<file path="src/hw/rtl/lrpie_pkg.sv">
// shared types and constants for the partial lr35902 instruction executor
// no dependencies
package lrpie_pkg;

   localparam int ADDR_BITS = 16;
   localparam int MEM_DEPTH = 1 << ADDR_BITS;

   localparam logic [1:0] REQ_WRITE = 2'd0;
   localparam logic [1:0] REQ_READ  = 2'd1;
   localparam logic [1:0] REQ_EXEC  = 2'd2;

   localparam logic [15:0] PC_RESET = 16'h0100;
   localparam logic [15:0] SP_RESET = 16'hFFFE;

   localparam int FLAG_Z = 3;
   localparam int FLAG_N = 2;
   localparam int FLAG_H = 1;
   localparam int FLAG_C = 0;

   localparam logic [7:0] LAST_VALID_OP = 8'h26;

   typedef struct packed {
      logic [15:0]     pc;
      logic [15:0]     sp;
      logic [7:0]      a;
      logic [3:0]      f;
      logic [5:0][7:0] gr;
   } regs_type;

   typedef struct packed {
      logic        wr;
      logic        wr2;
      logic        rd;
      logic [15:0] addr;
      logic [7:0]  data;
   } memop_type;

   localparam regs_type REGS_RESET = '{pc: PC_RESET, sp: SP_RESET, a: 8'h00, f: 4'h0,
                                       gr: '0};

endpackage

</file>
<file path="src/hw/rtl/lrpie_alu.sv">
// decode and execute of one fetched opcode: next registers, memory action, clocks
// depends on lrpie_pkg
module lrpie_alu (
   input  logic [7:0]           op,
   input  logic [7:0]           b1,
   input  logic [7:0]           b2,
   input  lrpie_pkg::regs_type  cur,
   output lrpie_pkg::regs_type  nxt,
   output lrpie_pkg::memop_type mop,
   output logic                 status,
   output logic [4:0]           cycles
);

   logic [2:0]  r8;
   logic [2:0]  gidx;
   logic [1:0]  rp;
   logic [15:0] pair_v;
   logic [15:0] hl;
   logic [15:0] imm16;
   logic [7:0]  v8;
   logic [7:0]  inc8;
   logic [7:0]  dec8;
   logic [16:0] sum17;
   logic [12:0] sum13;
   logic [15:0] step;
   logic [15:0] pair_inc;
   logic [15:0] pair_dec;

   always_comb begin
      r8       = op[5:3];
      gidx     = (r8 >= 3'd6) ? r8 - 3'd6 : r8;
      rp       = op[5:4];
      imm16    = {b2, b1};
      hl       = {cur.gr[4], cur.gr[5]};
      case (rp)
         2'd0:    pair_v = {cur.gr[0], cur.gr[1]};
         2'd1:    pair_v = {cur.gr[2], cur.gr[3]};
         default: pair_v = hl;
      endcase
      pair_inc = pair_v + 16'd1;
      pair_dec = pair_v - 16'd1;
      v8       = cur.gr[gidx];
      inc8     = v8 + 8'd1;
      dec8     = v8 - 8'd1;
      sum17    = {1'b0, hl} + {1'b0, pair_v};
      sum13    = {1'b0, hl[11:0]} + {1'b0, pair_v[11:0]};

      nxt    = cur;
      mop    = '0;
      status = 1'b0;
      cycles = 5'd4;
      step   = 16'd1;

      unique case (op) inside
         8'h00: ;
         8'h01, 8'h11, 8'h21: begin
            step = 16'd3;
            cycles = 5'd12;
            case (rp)
               2'd0:    {nxt.gr[0], nxt.gr[1]} = imm16;
               2'd1:    {nxt.gr[2], nxt.gr[3]} = imm16;
               default: {nxt.gr[4], nxt.gr[5]} = imm16;
            endcase
         end
         8'h02, 8'h12: begin
            cycles = 5'd8;
            mop.wr = 1'b1;
            mop.addr = pair_v;
            mop.data = cur.a;
         end
         8'h22: begin
            cycles = 5'd8;
            mop.wr = 1'b1;
            mop.addr = hl;
            mop.data = cur.a;
            {nxt.gr[4], nxt.gr[5]} = hl + 16'd1;
         end
         8'h03, 8'h13, 8'h23, 8'h0B, 8'h1B: begin
            cycles = 5'd8;
            case (rp)
               2'd0:    {nxt.gr[0], nxt.gr[1]} = op[3] ? pair_dec : pair_inc;
               2'd1:    {nxt.gr[2], nxt.gr[3]} = op[3] ? pair_dec : pair_inc;
               default: {nxt.gr[4], nxt.gr[5]} = op[3] ? pair_dec : pair_inc;
            endcase
         end
         8'h04, 8'h0C, 8'h14, 8'h1C, 8'h24: begin
            nxt.gr[gidx] = inc8;
            nxt.f = {inc8 == 8'h00, 1'b0, v8[3:0] == 4'hF, cur.f[lrpie_pkg::FLAG_C]};
         end
         8'h05, 8'h0D, 8'h15, 8'h1D, 8'h25: begin
            nxt.gr[gidx] = dec8;
            nxt.f = {v8 == 8'h01, 1'b1, v8[3:0] == 4'h0, cur.f[lrpie_pkg::FLAG_C]};
         end
         8'h06, 8'h0E, 8'h16, 8'h1E, 8'h26: begin
            nxt.gr[gidx] = b1;
            step = 16'd2;
            cycles = 5'd8;
         end
         8'h07: begin
            nxt.a = {cur.a[6:0], cur.a[7]};
            nxt.f = {3'b000, cur.a[7]};
         end
         8'h0F: begin
            nxt.a = {cur.a[0], cur.a[7:1]};
            nxt.f = {3'b000, cur.a[0]};
         end
         8'h17: begin
            nxt.a = {cur.a[6:0], cur.f[lrpie_pkg::FLAG_C]};
            nxt.f = {3'b000, cur.a[7]};
         end
         8'h1F: begin
            nxt.a = {cur.f[lrpie_pkg::FLAG_C], cur.a[7:1]};
            nxt.f = {3'b000, cur.a[0]};
         end
         8'h08: begin
            step = 16'd3;
            cycles = 5'd20;
            mop.wr = 1'b1;
            mop.wr2 = 1'b1;
            mop.addr = imm16;
            mop.data = cur.sp[7:0];
         end
         8'h09, 8'h19: begin
            cycles = 5'd8;
            {nxt.gr[4], nxt.gr[5]} = sum17[15:0];
            nxt.f = {cur.f[lrpie_pkg::FLAG_Z], 1'b0, sum13[12], sum17[16]};
         end
         8'h0A, 8'h1A: begin
            cycles = 5'd8;
            mop.rd = 1'b1;
            mop.addr = pair_v;
         end
         8'h10: step = 16'd2;
         8'h18, 8'h20: begin
            step = 16'd2;
            cycles = 5'd8;
            if (!op[5] || !cur.f[lrpie_pkg::FLAG_Z]) begin
               step = 16'd2 + {{8{b1[7]}}, b1};
               cycles = 5'd12;
            end
         end
         default: begin
            status = 1'b1;
            cycles = 5'd0;
            step = 16'd0;
         end
      endcase
      nxt.pc = cur.pc + step;
   end

endmodule
</file>
<file path="config.mk">
export PLATFORM = sky130hd
export DESIGN_NAME = lrpie_alu
export DESIGN_NICKNAME = d
export VERILOG_FILES = /design/src/hw/rtl/lrpie_pkg.sv /design/src/hw/rtl/lrpie_alu.sv
export SDC_FILE = /design/constraint.sdc
export NUM_CORES = 1
export LEC_CHECK = 0
export CAP_MARGIN = 20
export CORE_AREA = 2 2 128 130
export DETAILED_ROUTE_END_ITERATION = 12
export DIE_AREA = 0 0 130 132
export DONT_BUFFER_PORTS = 1
export SKIP_LAST_GASP = 1
export SLEW_MARGIN = 5
export SYNTH_ARGS = -nofsm -noshare
export SYNTH_HDL_FRONTEND = slang
export SYNTH_SLANG_ARGS = --single-unit
</file>
<file path="constraint.sdc">
create_clock -name vclk -period 4.46
set_clock_uncertainty 0.05 [all_clocks]
set_input_delay 0.223 -clock vclk [all_inputs]
set_output_delay 0.223 -clock vclk [all_outputs]
set_load 0.1 [all_outputs]
</file>
# [Word level (Yosys, flattened, before mapping)]
# Cells that the tools add are included.
[totals] word_cells=112 output_inout_bits=125 inputBits=116 reg_bits=0
[op_classes] n_addsub=10 magnitude_cmp=3 mux=30 reduce_logical=28 n_eq_ne=41
[ops] operator="32-bit case mux with 5 select lines" count=1
[ops] operator="48-bit bitwise mux" count=3
[ops] operator="8-bit by 5-bit == test with 1-bit output, second input constant" count=16
[ops] operator="16-bit 2-to-1 mux" count=8
[ops] operator="16-bit case mux with 7 select lines" count=1
[ops] operator="8-bit by 4-bit == test with 1-bit output, second input constant" count=8
[ops] operator="16-bit case mux with 4 select lines" count=1
[ops] operator="8-bit by 6-bit == test with 1-bit output, second input constant" count=7
[ops] operator="16-bit case mux with 3 select lines" count=1
[ops] operator="39-bit OR reduction" count=1
[ops] operator="16-bit by 1-bit adder with 16-bit output, second input constant" count=2
[ops] operator="8-bit by 3-bit == test with 1-bit output, second input constant" count=4
[ops] operator="16-bit case mux with 2 select lines" count=1
[ops] operator="8-bit case mux with 4 select lines" count=1
[ops] operator="27-bit OR reduction" count=1
[ops] operator="5-bit case mux with 5 select lines" count=1
[ops] operator="8-bit binary-select mux with 3-bit select" count=1
[ops] operator="8-bit demux with 3-bit select" count=1
[ops] operator="4-bit case mux with 5 select lines" count=1
[ops] operator="5-bit OR reduction" count=4
[ops] operator="16-bit by 16-bit adder with 17-bit output" count=1
[ops] operator="17-bit OR reduction" count=1
[ops] operator="16-bit adder" count=1
[ops] operator="8-bit by 1-bit == test with 1-bit output, second input constant" count=2
[ops] operator="27 further kinds" count=43

# [Logic depth before layout (Yosys ltp)]
[depth] word_depth=8 ltp_mapped=22 depth_no_buf=19

# [Least setup slack after synthesis]
# No wires, ideal clock.
[synth_timing] path_type="in2out" from="input port op[5]" to="output port nxt[90] in the netlist's numbering" arrival_ns=5.852 required_time_ns=4.187 path_buffers=3 path_slack_ns=-1.665 path_stages=21 cell_sequence="buf_4 > buf_6 > buf_2 > or3_1 > nor4_1 > and2_1 > a31oi_1 > nand3_1 > a21o_1 > ha_1 > inv_1 > fa_1 > nor2b_1 > o21ai_0 > a21boi_0 > o21ai_0 > a21oi_1 > a211o_1 > a31o_2 > a21oi_1 > xnor2_1"
[synth_lines] item="start, declared" line_no="lrpie_alu.sv:4" text="input logic [7:0] op,"
[synth_lines] item="end, declared" line_no="lrpie_alu.sv:8" text="output lrpie_pkg::regs_type nxt,"

==> reports/metrics.yaml <==
synthesis:
  synth_compound_area_frac: 0.3983
  synth_seq_area_share: 0
  syn_avg_cell_area_um2: 6.375
  synth_adder_area_share: 0.1018
  synth-simple-area-share: 0.2922
  synth.distinct_cells: 89
  synthXorXnorAreaFrac: 0.06148
  synth_common_cells: "nand2_1, o21ai_0, nor2_1, a21oi_1, ha_1"
  yosys.area.top_type: "ha_1"
  ys_warn_count: 0
  syn_inst: 1095
  yosys-top-cells-area: "ha_1, o21ai_0, nand2_1, a21oi_1, nor2_1"
  synth_top_family_by_area: "compound AO/OA/AOI/OAI gates"
  synth_top_area_frac: 0.09321
  synthMuxAreaShare: 0.06309
  yosysMostFrequentCell: "nand2_1"
  synth_area_um2: 6980
layout:
  fin_nets: 1294
  seq_cell_count: 0
  nClkBuffers: 0
  multi_input_area_um2: 6854
  area_growth_pct: 19.77
  seqCellArea_um2: 0
  fillCellCount: 1599
  stdcell_area_um2: 8361
  drive_gt1_frac: 0.1963
  antenna_cells: 0
drt:
  drc: 0
  dr_total_vias: 9390
  first_pass_iters: 5
  via_per_inst: 7.023
  antenna_left: 0
  detail_route.wirelength_um: 35210
  wire_per_inst_um: 26.34
  drt_iter0_drc: 1004
pwr:
  vdd_drop_max_mv: 0.1255
  p_leak_nw: 3.544
  pwr-share-seq: 0
  switching_share: 0.6915
  switchingPower_mw: 0.8869
  combPwrFrac: 1.000
  p_per_area_nw_per_um2: 153.4
  clkPwrFrac: 0
  internal_power_mw: 0.3957
floorplanning:
  io-pin-count: 241
  die-area_um2: 17160
  std_cell_rows: 46
  core_area_um2: 15710
  die_h_um: 132
  floorplan.initialDensity: 0.4443
  die_w_um: 130
worst_setup_path:
  cp_top_family: "compound AO/OA/AOI/OAI gates"
  crit_buf_inv: 2
  cpPeakStageDelay_ps: 430
  worst-path-max-fanout: 39
  cp.arrival_ps: 3920
  cp-startpoint: "op[4]"
  critical_path_class: "in -> out"
  cpMostUsedCell: "a21oi_1"
  crit_chain: "mux2_2 > mux2i_1 > inv_1 > fa_1 > a211oi_1 > o21ai_0 > a211o_1 > a21bo_2 > a31o_2 > a21oi_1 > xor2_1 > a21oi_1 > o32a_1 > buf_4"
  worst_setup_path_end_kind: "output port"
  crit_cells: 14
  worst-endpoint-required_ps: 4190
  start_kind: "input pin"
  cp-endpoint: "nxt[6]"
  slowest_stage: "fa_1"
cts:
  postCtsHoldBufs: 0
  cts_setup_buffers: 0
sta:
  max-slew-margin-rel: 0.2413
  rsz0062_at_grt: "yes"
  worst_slew_pin_slew_ps: 1138
  setup_viol: 0
  fin_crit_sh: 0.9402
  maxSlewViolCount: 0
  hold_ws_ps: 396.0
  final-hold-violation-count: 0
  post-route-min-period_ps: 4193
  fmax_mhz: 238.5
placement:
  gp_congestion: 0.9854
  placedInstanceArea_um2: 8347
  dp_hpwl_um: 27020
  numPortBuffers: 0
hold_path:
  hp-class: "in -> out"
global_routing:
  antenna_found_initial: 0
  grt_pass1_vias: 8460
  grt_max_degree: 93
  grt.overflow.total: 0
  grt_pass1_wl_um: 50890
  grt_usage: 0.3827
run:
  maxCapViolCount: 0
status:
  status: "finished clean"
==> power by group through the flow <==
stage               Sequential [mW]  Combinational, mW  Clock [mW]
detailed placement                0               1.26           0
CTS                               0               1.26           0
global route                      0               1.34           0
finish                            0               1.28           0
floorplan                         0               1.08           0
global placement                  0               1.25           0
==> kinds of logic (layout without fill, tap and decap cells) <==
group,count (synthesis),in the layout
adder cells (fa/ha/maj),55,55
buffers and inverters,118,143
other,1,2
multiplexers,42,42
AND/OR/NAND/NOR,418,418
AO/OA/AOI/OAI,412,412
XOR/XNOR,49,49
==> layout make-up <==
cell class	instances	share of cell area
timing repair buffer	113	0.1344
multi-input combinational	978	0.8198
inverter	30	0.01347
tap	216	0.03233
==> timing repair <==
| action | 4_1_cts | 5_1_grt |
|---|---|---|
| gates resized for setup | 0 | 3 |
| setup endpoints to repair | 0 | 2 |
| endpoints found under the hold margin | 0 | 0 |
==> routing by layer <==
metal / global-route usage / up-vias / wire length [um]
li1: - / 4170 / -
met5: 0 / - / 0
met2: 0.6111 / 726 / 15610
met3: 0.08442 / 131 / 4391
met1: 0.4891 / 4363 / 13250
met4: 0.1708 / 0 / 1958
==> per-stage QoR <==
step	worst slack, ps	cells	power (mW)	setup TNS, ps	util
floorplan	-104.4	1096	1.079	-160.6	-
global placement	250.0	1336	1.253	0	0.5312
detailed placement	162.4	1336	1.258	0	0.5312
CTS	146.5	1336	1.262	0	0.5312
global route	-1.788	1337	1.343	-1.788	0.5321
finish	266.6	1337	1.283	0	0.5321
==> how the worst min path moves through the flow <==
stage | startpoint | end | slack (ps) | cells after the start
floorplan | cur[60] | nxt[60] | 610 | 1
global placement | cur[69] | nxt[69] | 400 | 0
detailed placement | cur[69] | nxt[69] | 400 | 0
CTS | cur[69] | nxt[69] | 400 | 0
global route | cur[68] | nxt[68] | 400 | 0
finish | cur[68] | nxt[68] | 400 | 0
==> layout by cell type, fill, tap and decap left out, types with 11 or more instances in the layout <==
cell type,n
inv_1,29
o22ai_1,15
xnor2_1,24
nor2b_1,18
ha_1,52
a22oi_1,25
nand2_1,119
a21oi_1,73
a22o_1,20
o21ai_0,80
mux2i_1,26
nor3_1,23
and2_1,11
nand3_1,39
o21ai_2,24
mux2_2,16
nand2b_1,24
nand4_1,11
and3_1,21
nor2_1,96
xor2_1,14
buf_12,11
buf_4,94
a21o_1,20
(Power assumes the default switching activity.)
